<file path="src/rtl/assert_macros.svh">
// Assertion macros for the RTL of the link address field parser.
// Needs nothing else; files that assert take it in by include.
`ifndef ASSERT_MACROS_SVH
`define ASSERT_MACROS_SVH

// Same-cycle implication, checked at every rising edge outside reset.
`define LAFP_ASSERT_IMP(label, clk, rst_n, ante, cons, msg) \
	label: assert property (@(posedge clk) disable iff (!rst_n) (ante) |-> (cons)) \
		else $error(msg);

// Next-cycle implication, checked at every rising edge outside reset.
`define LAFP_ASSERT_NXT(label, clk, rst_n, ante, cons, msg) \
	label: assert property (@(posedge clk) disable iff (!rst_n) (ante) |=> (cons)) \
		else $error(msg);

`endif

</file>
<file path="src/rtl/lafp_pkg.sv">
// Package of the link address field parser: codes, widths and structs.
// Depends on nothing; the parser, classifier, result register and testbench use it.
package lafp_pkg;

	localparam int MAX_DIGIPEATERS_DEF = 6;

	localparam int ADDR_LEN = 7;
	localparam logic [2:0] SSID_POS = 3'd6;
	localparam int SLOT_W = 4;
	localparam int DCNT_W = 4;
	localparam int MASK_W = 6;

	localparam int BIT_C = 7;
	localparam int BIT_REP = 7;
	localparam int BIT_E = 0;

	localparam logic [2:0] REG_DEST = 3'd0;
	localparam logic [2:0] REG_SRC = 3'd1;
	localparam logic [2:0] REG_DIGI = 3'd2;
	localparam logic [2:0] REG_PAYLOAD = 3'd3;
	localparam logic [2:0] REG_DISCARD = 3'd4;

	localparam logic [1:0] ERR_NONE = 2'd0;
	localparam logic [1:0] ERR_SHORT = 2'd1;
	localparam logic [1:0] ERR_TOO_MANY = 2'd2;

	localparam logic [1:0] CR_NONE = 2'd0;
	localparam logic [1:0] CR_CMD = 2'd1;
	localparam logic [1:0] CR_RESP = 2'd2;

	typedef enum logic [2:0] {
		PH_ADDR    = 3'b001,
		PH_PAYLOAD = 3'b010,
		PH_DISCARD = 3'b100
	} phase_t;

	typedef struct packed {
		phase_t              phase;
		logic [SLOT_W-1:0]   slot;
		logic [2:0]          pos;
		logic [DCNT_W-1:0]   digis;
		logic signed [3:0]   last_rep;
		logic [MASK_W-1:0]   rep_bits;
		logic [1:0]          cr_flag;
	} frame_state_t;

	localparam frame_state_t FRAME_STATE_RST = '{
		phase:    PH_ADDR,
		slot:     '0,
		pos:      '0,
		digis:    '0,
		last_rep: -4'sd1,
		rep_bits: '0,
		cr_flag:  CR_NONE
	};

	typedef struct packed {
		logic [7:0]        byte_out;
		logic [2:0]        region;
		logic [2:0]        address_slot;
		logic [2:0]        byte_in_address;
		logic              header_done;
		logic [1:0]        error_code;
		logic [1:0]        cmd_resp;
		logic [2:0]        digi_count;
		logic signed [3:0] last_repeated;
		logic [5:0]        repeated_mask;
		logic              frame_end;
	} result_t;

endpackage

</file>
<file path="src/rtl/lafp_if.sv">
// Channel interfaces of the link address field parser: byte input, tagged result output.
// Depends on nothing but plain logic types.
interface lafp_in_if;
	logic       valid;
	logic       ready;
	logic [7:0] data_byte;
	logic       frame_last;

	modport source (output valid, output data_byte, output frame_last, input ready);
	modport sink (input valid, input data_byte, input frame_last, output ready);
endinterface

interface lafp_out_if;
	logic              valid;
	logic              ready;
	logic [7:0]        byte_out;
	logic [2:0]        region;
	logic [2:0]        address_slot;
	logic [2:0]        byte_in_address;
	logic              header_done;
	logic [1:0]        error_code;
	logic [1:0]        cmd_resp;
	logic [2:0]        digi_count;
	logic signed [3:0] last_repeated;
	logic [5:0]        repeated_mask;
	logic              frame_end;

	modport source (output valid, output byte_out, output region, output address_slot,
		output byte_in_address, output header_done, output error_code, output cmd_resp,
		output digi_count, output last_repeated, output repeated_mask, output frame_end,
		input ready);
	modport sink (input valid, input byte_out, input region, input address_slot,
		input byte_in_address, input header_done, input error_code, input cmd_resp,
		input digi_count, input last_repeated, input repeated_mask, input frame_end,
		output ready);
endinterface

</file>
<file path="src/rtl/link_address_field_parser.sv">
// Link address field parser: tags each frame byte with its address region and position.
// A byte is held in the input stage, then its tag goes into the result register.
// Throughput: one byte per cycle, one classifier pass each, unless the receiver stalls.
// Reset (arst_n low, asynchronous): both stages empty, frame tracker at the start of a frame.
// Depends on lafp_pkg, lafp_if, lafp_classify, lafp_result_reg and assert_macros.svh.
`include "assert_macros.svh"

module link_address_field_parser #(
	parameter int MAX_DIGIPEATERS = lafp_pkg::MAX_DIGIPEATERS_DEF
) (
	input logic         clk,
	input logic         arst_n,
	lafp_in_if.sink     frame_bytes,
	lafp_out_if.source  tagged_bytes
);

	// Input stage: holds one request until the result register can take its result.
	logic       valid_s1;
	logic [7:0] byte_s1;
	logic       last_s1;

	// Frame tracker: position in the address field, digipeater record and C/R flag.
	// It advances only when the byte in the input stage moves on to the result register.
	lafp_pkg::frame_state_t state_q;
	lafp_pkg::frame_state_t state_nxt;

	lafp_pkg::result_t res_s1;
	lafp_pkg::result_t res_out;
	logic res_valid;
	logic res_free;
	logic adv_s1;

	assign adv_s1 = valid_s1 && res_free;

	// The input stage takes a new request whenever it is empty or its byte moves on.
	// A waiting result in the output register stops the flow only once the input
	// stage is also full, so two requests can be held while the receiver stalls.
	assign frame_bytes.ready = !valid_s1 || res_free;

	always_ff @(posedge clk or negedge arst_n) begin
		if (!arst_n) begin
			valid_s1 <= 1'b0;
		end else if (frame_bytes.ready) begin
			valid_s1 <= frame_bytes.valid;
		end
	end

	always_ff @(posedge clk) begin
		if (frame_bytes.ready && frame_bytes.valid) begin
			byte_s1 <= frame_bytes.data_byte;
			last_s1 <= frame_bytes.frame_last;
		end
	end

	always_ff @(posedge clk or negedge arst_n) begin
		if (!arst_n) begin
			state_q <= lafp_pkg::FRAME_STATE_RST;
		end else if (adv_s1) begin
			state_q <= state_nxt;
		end
	end

	lafp_classify #(
		.MAX_DIGIPEATERS(MAX_DIGIPEATERS)
	) u_classify (
		.data_byte  (byte_s1),
		.frame_last (last_s1),
		.cur        (state_q),
		.nxt        (state_nxt),
		.res        (res_s1)
	);

	lafp_result_reg u_result (
		.clk      (clk),
		.arst_n   (arst_n),
		.load     (adv_s1),
		.data_in  (res_s1),
		.take     (tagged_bytes.ready),
		.can_load (res_free),
		.valid    (res_valid),
		.data_out (res_out)
	);

	assign tagged_bytes.valid = res_valid;
	assign tagged_bytes.byte_out = res_out.byte_out;
	assign tagged_bytes.region = res_out.region;
	assign tagged_bytes.address_slot = res_out.address_slot;
	assign tagged_bytes.byte_in_address = res_out.byte_in_address;
	assign tagged_bytes.header_done = res_out.header_done;
	assign tagged_bytes.error_code = res_out.error_code;
	assign tagged_bytes.cmd_resp = res_out.cmd_resp;
	assign tagged_bytes.digi_count = res_out.digi_count;
	assign tagged_bytes.last_repeated = res_out.last_repeated;
	assign tagged_bytes.repeated_mask = res_out.repeated_mask;
	assign tagged_bytes.frame_end = res_out.frame_end;

	// Discarded bytes always carry the too-many-digipeaters error.
	`LAFP_ASSERT_IMP(a_discard_err, clk, arst_n,
		res_valid && res_out.region == lafp_pkg::REG_DISCARD,
		res_out.error_code == lafp_pkg::ERR_TOO_MANY,
		"discarded byte without too-many error")

	// The byte completing the address field is an error-free source or digipeater SSID byte.
	`LAFP_ASSERT_IMP(a_done_ok, clk, arst_n,
		res_valid && res_out.header_done,
		res_out.error_code == lafp_pkg::ERR_NONE &&
		res_out.byte_in_address == lafp_pkg::SSID_POS &&
		(res_out.region == lafp_pkg::REG_SRC || res_out.region == lafp_pkg::REG_DIGI),
		"header done on a wrong byte")

	// On a digipeater SSID byte the count equals that digipeater's number plus one.
	`LAFP_ASSERT_IMP(a_digi_count, clk, arst_n,
		res_valid && res_out.region == lafp_pkg::REG_DIGI &&
		res_out.byte_in_address == lafp_pkg::SSID_POS,
		res_out.digi_count == res_out.address_slot - 3'd1,
		"digipeater count out of step with slot")

	// The byte that ends a frame returns the tracker to the start of a frame.
	`LAFP_ASSERT_NXT(a_frame_clear, clk, arst_n,
		adv_s1 && last_s1,
		state_q == lafp_pkg::FRAME_STATE_RST,
		"frame state not cleared at frame end")

endmodule

</file>
<file path="src/rtl/lafp_classify.sv">
// Per-byte classification logic: tags one byte and computes the next frame state.
// Depends on lafp_pkg.
module lafp_classify #(
	parameter int MAX_DIGIPEATERS = lafp_pkg::MAX_DIGIPEATERS_DEF
) (
	input  logic [7:0]            data_byte,
	input  logic                  frame_last,
	input  lafp_pkg::frame_state_t cur,
	output lafp_pkg::frame_state_t nxt,
	output lafp_pkg::result_t     res
);

	localparam logic [lafp_pkg::DCNT_W-1:0] MAX_D = lafp_pkg::DCNT_W'(MAX_DIGIPEATERS);

	lafp_pkg::frame_state_t upd;
	logic [lafp_pkg::SLOT_W-1:0] d;
	logic [2:0] region;
	logic [2:0] slot_out;
	logic [2:0] pos_out;
	logic done;
	logic [1:0] err;

	assign d = cur.slot - lafp_pkg::SLOT_W'(2);

	always_comb begin
		upd = cur;
		region = lafp_pkg::REG_PAYLOAD;
		slot_out = '0;
		pos_out = '0;
		done = 1'b0;
		err = lafp_pkg::ERR_NONE;
		unique case (cur.phase)
			lafp_pkg::PH_ADDR: begin
				slot_out = cur.slot[2:0];
				pos_out = cur.pos;
				if (cur.slot == '0) begin
					region = lafp_pkg::REG_DEST;
				end else if (cur.slot == lafp_pkg::SLOT_W'(1)) begin
					region = lafp_pkg::REG_SRC;
				end else begin
					region = lafp_pkg::REG_DIGI;
				end
				if (cur.pos == lafp_pkg::SSID_POS) begin
					upd.pos = '0;
					upd.slot = cur.slot + lafp_pkg::SLOT_W'(1);
				end else begin
					upd.pos = cur.pos + 3'd1;
				end
				if (cur.pos == lafp_pkg::SSID_POS) begin
					if (cur.slot == '0) begin
						if (data_byte[lafp_pkg::BIT_C]) begin
							upd.cr_flag = lafp_pkg::CR_CMD;
						end
					end else begin
						if (cur.slot == lafp_pkg::SLOT_W'(1)) begin
							if (data_byte[lafp_pkg::BIT_C]) begin
								upd.cr_flag = lafp_pkg::CR_RESP;
							end
						end else begin
							upd.digis = d + lafp_pkg::DCNT_W'(1);
							if (data_byte[lafp_pkg::BIT_REP]) begin
								for (int i = 0; i < lafp_pkg::MASK_W; i++) begin
									if (d == lafp_pkg::SLOT_W'(i)) begin
										upd.rep_bits[i] = 1'b1;
									end
								end
								upd.last_rep = d;
							end
						end
						if (data_byte[lafp_pkg::BIT_E]) begin
							done = 1'b1;
							upd.phase = lafp_pkg::PH_PAYLOAD;
						end else if (upd.digis >= MAX_D) begin
							err = lafp_pkg::ERR_TOO_MANY;
							upd.phase = lafp_pkg::PH_DISCARD;
						end
					end
				end
				if (frame_last && !done && err == lafp_pkg::ERR_NONE) begin
					err = lafp_pkg::ERR_SHORT;
				end
			end
			lafp_pkg::PH_DISCARD: begin
				region = lafp_pkg::REG_DISCARD;
				err = lafp_pkg::ERR_TOO_MANY;
			end
			lafp_pkg::PH_PAYLOAD: begin
				region = lafp_pkg::REG_PAYLOAD;
			end
			default: begin
				region = lafp_pkg::REG_PAYLOAD;
			end
		endcase
	end

	always_comb begin
		res.byte_out = data_byte;
		res.region = region;
		res.address_slot = slot_out;
		res.byte_in_address = pos_out;
		res.header_done = done;
		res.error_code = err;
		res.cmd_resp = upd.cr_flag;
		res.digi_count = upd.digis[2:0];
		res.last_repeated = upd.last_rep;
		res.repeated_mask = upd.rep_bits;
		res.frame_end = frame_last;
	end

	// The byte that ends a frame leaves the tracker ready for a new frame.
	assign nxt = frame_last ? lafp_pkg::FRAME_STATE_RST : upd;

endmodule

</file>
<file path="src/rtl/lafp_result_reg.sv">
// Result register of the link address field parser, with its valid flag.
// Depends on lafp_pkg.
module lafp_result_reg (
	input  logic              clk,
	input  logic              arst_n,
	input  logic              load,
	input  lafp_pkg::result_t data_in,
	input  logic              take,
	output logic              can_load,
	output logic              valid,
	output lafp_pkg::result_t data_out
);

	logic valid_q;
	lafp_pkg::result_t data_q;

	// Free when empty or when the held result leaves in this cycle.
	assign can_load = !valid_q || take;

	always_ff @(posedge clk or negedge arst_n) begin
		if (!arst_n) begin
			valid_q <= 1'b0;
		end else if (load) begin
			valid_q <= 1'b1;
		end else if (take) begin
			valid_q <= 1'b0;
		end
	end

	always_ff @(posedge clk) begin
		if (load) begin
			data_q <= data_in;
		end
	end

	assign valid = valid_q;
	assign data_out = data_q;

endmodule

</file>
<file path="src/flat_wrapper.sv">
// flat-port wrapper written by rule: the top's interface ports become plain ports
module link_address_field_parser_flat 
#(
	parameter int MAX_DIGIPEATERS = lafp_pkg::MAX_DIGIPEATERS_DEF
)
  (clk, arst_n, frame_bytes_valid, frame_bytes_data_byte, frame_bytes_frame_last, frame_bytes_ready, tagged_bytes_valid, tagged_bytes_byte_out, tagged_bytes_region, tagged_bytes_address_slot, tagged_bytes_byte_in_address, tagged_bytes_header_done, tagged_bytes_error_code, tagged_bytes_cmd_resp, tagged_bytes_digi_count, tagged_bytes_last_repeated, tagged_bytes_repeated_mask, tagged_bytes_frame_end, tagged_bytes_ready);
  lafp_in_if frame_bytes_i ();
  lafp_out_if tagged_bytes_i ();
  input logic clk;
  input logic arst_n;
  input wire logic [$bits(frame_bytes_i.valid)-1:0] frame_bytes_valid;
  input wire logic [$bits(frame_bytes_i.data_byte)-1:0] frame_bytes_data_byte;
  input wire logic [$bits(frame_bytes_i.frame_last)-1:0] frame_bytes_frame_last;
  output wire logic [$bits(frame_bytes_i.ready)-1:0] frame_bytes_ready;
  output wire logic [$bits(tagged_bytes_i.valid)-1:0] tagged_bytes_valid;
  output wire logic [$bits(tagged_bytes_i.byte_out)-1:0] tagged_bytes_byte_out;
  output wire logic [$bits(tagged_bytes_i.region)-1:0] tagged_bytes_region;
  output wire logic [$bits(tagged_bytes_i.address_slot)-1:0] tagged_bytes_address_slot;
  output wire logic [$bits(tagged_bytes_i.byte_in_address)-1:0] tagged_bytes_byte_in_address;
  output wire logic [$bits(tagged_bytes_i.header_done)-1:0] tagged_bytes_header_done;
  output wire logic [$bits(tagged_bytes_i.error_code)-1:0] tagged_bytes_error_code;
  output wire logic [$bits(tagged_bytes_i.cmd_resp)-1:0] tagged_bytes_cmd_resp;
  output wire logic [$bits(tagged_bytes_i.digi_count)-1:0] tagged_bytes_digi_count;
  output wire logic [$bits(tagged_bytes_i.last_repeated)-1:0] tagged_bytes_last_repeated;
  output wire logic [$bits(tagged_bytes_i.repeated_mask)-1:0] tagged_bytes_repeated_mask;
  output wire logic [$bits(tagged_bytes_i.frame_end)-1:0] tagged_bytes_frame_end;
  input wire logic [$bits(tagged_bytes_i.ready)-1:0] tagged_bytes_ready;
  assign frame_bytes_i.valid = frame_bytes_valid;
  assign frame_bytes_i.data_byte = frame_bytes_data_byte;
  assign frame_bytes_i.frame_last = frame_bytes_frame_last;
  assign frame_bytes_ready = frame_bytes_i.ready;
  assign tagged_bytes_valid = tagged_bytes_i.valid;
  assign tagged_bytes_byte_out = tagged_bytes_i.byte_out;
  assign tagged_bytes_region = tagged_bytes_i.region;
  assign tagged_bytes_address_slot = tagged_bytes_i.address_slot;
  assign tagged_bytes_byte_in_address = tagged_bytes_i.byte_in_address;
  assign tagged_bytes_header_done = tagged_bytes_i.header_done;
  assign tagged_bytes_error_code = tagged_bytes_i.error_code;
  assign tagged_bytes_cmd_resp = tagged_bytes_i.cmd_resp;
  assign tagged_bytes_digi_count = tagged_bytes_i.digi_count;
  assign tagged_bytes_last_repeated = tagged_bytes_i.last_repeated;
  assign tagged_bytes_repeated_mask = tagged_bytes_i.repeated_mask;
  assign tagged_bytes_frame_end = tagged_bytes_i.frame_end;
  assign tagged_bytes_i.ready = tagged_bytes_ready;
  link_address_field_parser #(.MAX_DIGIPEATERS(MAX_DIGIPEATERS)) u_core (.clk(clk), .arst_n(arst_n), .frame_bytes(frame_bytes_i), .tagged_bytes(tagged_bytes_i));
endmodule
</file>
<file path="config.mk">
export PLATFORM = sky130hd
export DESIGN_NAME = link_address_field_parser_flat
export DESIGN_NICKNAME = d
export VERILOG_FILES = /design/src/rtl/lafp_pkg.sv /design/src/rtl/lafp_if.sv /design/src/rtl/link_address_field_parser.sv /design/src/rtl/lafp_classify.sv /design/src/rtl/lafp_result_reg.sv /design/src/flat_wrapper.sv
export VERILOG_INCLUDE_DIRS = /design/src /design/src/rtl
export SDC_FILE = /design/constraint.sdc
export NUM_CORES = 1
export LEC_CHECK = 0
export BUFFER_PORTS_ARGS = -buffer_cell sky130_fd_sc_hd__buf_2
export CAP_MARGIN = 15
export CORE_AREA = 2 2 86 88
export CTS_CLUSTER_SIZE = 14
export DETAILED_ROUTE_END_ITERATION = 16
export DIE_AREA = 0 0 88 90
export PLACE_DENSITY = 0.74
export SYNTH_ARGS = -nofsm -noshare
export SYNTH_HDL_FRONTEND = slang
export SYNTH_HIERARCHICAL = 1
export SYNTH_SLANG_ARGS = --single-unit
export TNS_END_PERCENT = 30
</file>
<file path="constraint.sdc">
create_clock -name clk -period 2.35 [get_ports clk]
set_clock_uncertainty 0.1 [all_clocks]
set_input_delay 0.47 -clock clk [delete_from_list [all_inputs] [get_ports clk]]
set_output_delay 0.47 -clock clk [all_outputs]
set_load 0.01 [all_outputs]
</file>
==> run summary <==
Layout cells sized above 1 - 0.433
Crit-path max cell delay - 420 ps
CTS tree - built
Reg clk slew, reported paths - 80 ps
Later-pin clock latency in the skew report - 350 ps
Detailed-route wire length - 6.47 mm
Hold slack - 47.1 ps
Distinct cells, synth - 51
Initial DRC Count - 168
DIE WIDTH - 88 um
Mapped Nets - 273
Largest family of logic cells by synthesized area - multiplexers
Residual DRC - 0
DP Area - 3920 um2
Compound-cell area share of the yosys netlist - 0.0674
Gpl congestion - 0.837
Worst min path class - in2async
Mux cell area share after synthesis - 0.125
HPWL Detailed - 4.58 mm
Vias - 2171
Commonest non-fill, non-tap cell in the layout - buf_2
Most common cell on crit path - mux2_4
Synthesized flop and latch total - 73
Non-Filler Instances - 429
Worst-Margin Slew - 957 ps
Crit-path max FO - 5
Tot GR Track Use - 0.183
Via/cell ratio - 5.06
Sequential area share after synthesis - 0.596
Post-route ant nets - 0
Placed cells - 410
CTS sink cnt - 73
Status - completed
CP arrival - 2510 ps
Most frequent cells in the layout - 50 x buf_2, 45 x edfxtp_1, 27 x buf_4
CP startpoint kind - register
Total die area - 7920 um2
Largest net degree at the start of global routing - 29
# diodes - 0
CTS max path bufs - 2
Min Tclk post-route - 2330 ps
Critical setup path kind - reg2reg
Fin crit share - 0.993
TritonCTS Buffers - 9
Crit-path slowest cell - dfrtp_2
Syn Inst Count - 252
XOR/XNOR Fraction of Synth Area - 0.0152
Global route overflow - 0
I/O pin count - 51
IO buf count - 50
First-pass GRT wire length - 10.9 mm
Final Power - 2.97 mW
Post-Syn Area - 3450 um2
Root buffer selected by CTS - clkbuf_8
Overall die height - 90 um
RSZ-0062 raised after global routing - yes
Row cnt - 31
Final Hold Vio Count - 0
Max Cap Viol - 0
# fillers - 546
Core Region - 7020 um2
WL/cell - 15.1 um
Final Setup Violations - 0
Vias in the first global route - 2244
Antenna violations before repair - 0
Setup crit end kind - register
Worst vdd ir - 0.302 mV
Adder-Cell Fraction of Synth Area - 0.0290
Mean Syn Cell Area - 13.7 um2
Slew Limit Fails - 0
Drt pass-1 iters - 5
Leakage - 1.86 nW
Fmax - 428 MHz
Synth Warn # - 6
Relative slew margins - 0.362
Starting density of the core - 0.492
Crit-path cells - inv_2 -> ha_1 -> or2_4 -> a2111o_1 -> mux2_4 -> or2_1 -> mux2_4
Final net count - 346
P&R area growth vs syn - 21.1%
Final core utilization - 0.596
Worst Path Required - 2530 ps
H-tree depth - 3
Cell area after layout - 4180 um2
Worst Reg2Reg Path Length in Cells - 7
Flop-to-flop setup slack - 20 ps
Post-Synth Simple-Gate Area - 0.117
Power Dens Cells - 710 nW/um2
cells in the mapped netlist, drive strengths merged:
library cell | instances | area share
and3 | 1 | 0.0018
or2 | 2 | 0.0036
nor4 | 2 | 0.0036
nand2b | 4 | 0.010
o21bai | 1 | 0.0022
edfxtp | 45 | 0.39
mux2i | 4 | 0.012
a21o | 1 | 0.0022
or2b | 1 | 0.0022
a31o | 1 | 0.0025
dfstp | 5 | 0.038
nand4 | 2 | 0.0036
a41o | 1 | 0.0029
nor2 | 25 | 0.027
a21oi | 7 | 0.010
xor2 | 3 | 0.0076
or3b | 3 | 0.0083
a41oi | 5 | 0.013
nand3b | 3 | 0.0065
mux2 | 28 | 0.11
a2111o | 1 | 0.0033
a21boi | 1 | 0.0022
buf | 14 | 0.033
o21ai | 3 | 0.0043
nand3 | 1 | 0.0014
and3b | 1 | 0.0025
xnor2 | 3 | 0.0076
and2 | 5 | 0.0091
o211ai | 2 | 0.0043
o311a | 1 | 0.0029
dfrtp | 23 | 0.17
inv | 15 | 0.016
ha | 8 | 0.029
nand2 | 11 | 0.014
a211oi | 3 | 0.0080
nor3 | 4 | 0.0058
a31oi | 1 | 0.0018
a2111oi | 1 | 0.0080
clkbuf | 2 | 0.0022
nor3b | 2 | 0.0058
nor2b | 6 | 0.011
kinds of logic after synthesis:
family	after synthesis
muxes	32
and+or+nand+nor	73
adders and majority gates	8
AOI/OAI and AO/OA	29
buffers and inverters	31
DFF	73
xor gates and xnor gates	6
sequential cells by signal, indices dropped and copies added (netlist names):
name and cells:
u_core/last_s1 1, u_core/valid_s1 1, u_core/u_result/data_out 36, u_core/state_q 26
u_core/u_result/valid 1, u_core/byte_s1 8
path summary, 6_finish.rpt:
kind,start,end
setup reg to reg,u_core/state_q[19],u_core/state_q[8]
hold / removal,arst_n,u_core/state_q[24]
max in group asynchronous,arst_n,u_core/state_q[19]
setup / recovery,u_core/state_q[19],u_core/state_q[8]
hold reg to reg,u_core/byte_s1[4],u_core/u_result/data_out[32]
min in group clk,frame_bytes_data_byte[5],u_core/byte_s1[5]
layer usage:
metal / up-vias / GRT usage / part of all wire
met1: 1076 / 0.225 / 0.43
met4: 0 / 0.0923 / 0.028
met5: - / 0 / 0
met2: 41 / 0.297 / 0.52
met3: 14 / 0.0450 / 0.031
li1: 1040 / - / -
timing repair:
action / in CTS / in global routing
hold buffers: 0 / 0
endpoints found under the setup margin: 0 / 6
gates resized for setup: 0 / 3
buffers inserted: 0 / 3
hold endpoints to repair: 0 / 0
final cells by class:
cell class | count | area [um2] | area share
sequential | 73 | 2060 | 0.493
multi-input combinational | 148 | 1250 | 0.299
timing repair buffer | 78 | 473 | 0.113
clock buffer | 10 | 128 | 0.0305
tap | 99 | 124 | 0.0296
clock inverter | 6 | 92.6 | 0.0221
inverter | 15 | 56.3 | 0.0135
critical path: cells and delay by family, from the launching register on:
kind	cells	cell delay (ps)
flops	1	420
buf+inv	1	50
compound gates	1	420
mux	2	570
fa+ha+maj	1	210
simple gates	2	490
power by group:
part | total, mW | internal [mW] | switching (mW)
Combinational | 0.363 | 0.167 | 0.196
Clock | 1.07 | 0.601 | 0.465
Sequential | 1.54 | 1.47 | 0.0629
Total | 2.97 | 2.24 | 0.724
stage by stage:
stage,setup WS [ps],TNS [ps]
global route,-64.4,-64.4
global placement,55.2,0
finish,15.6,0
floorplan,-8.27,-8.27
detailed placement,35.5,0
CTS,21.5,0
(Power assumes the default switching activity.)
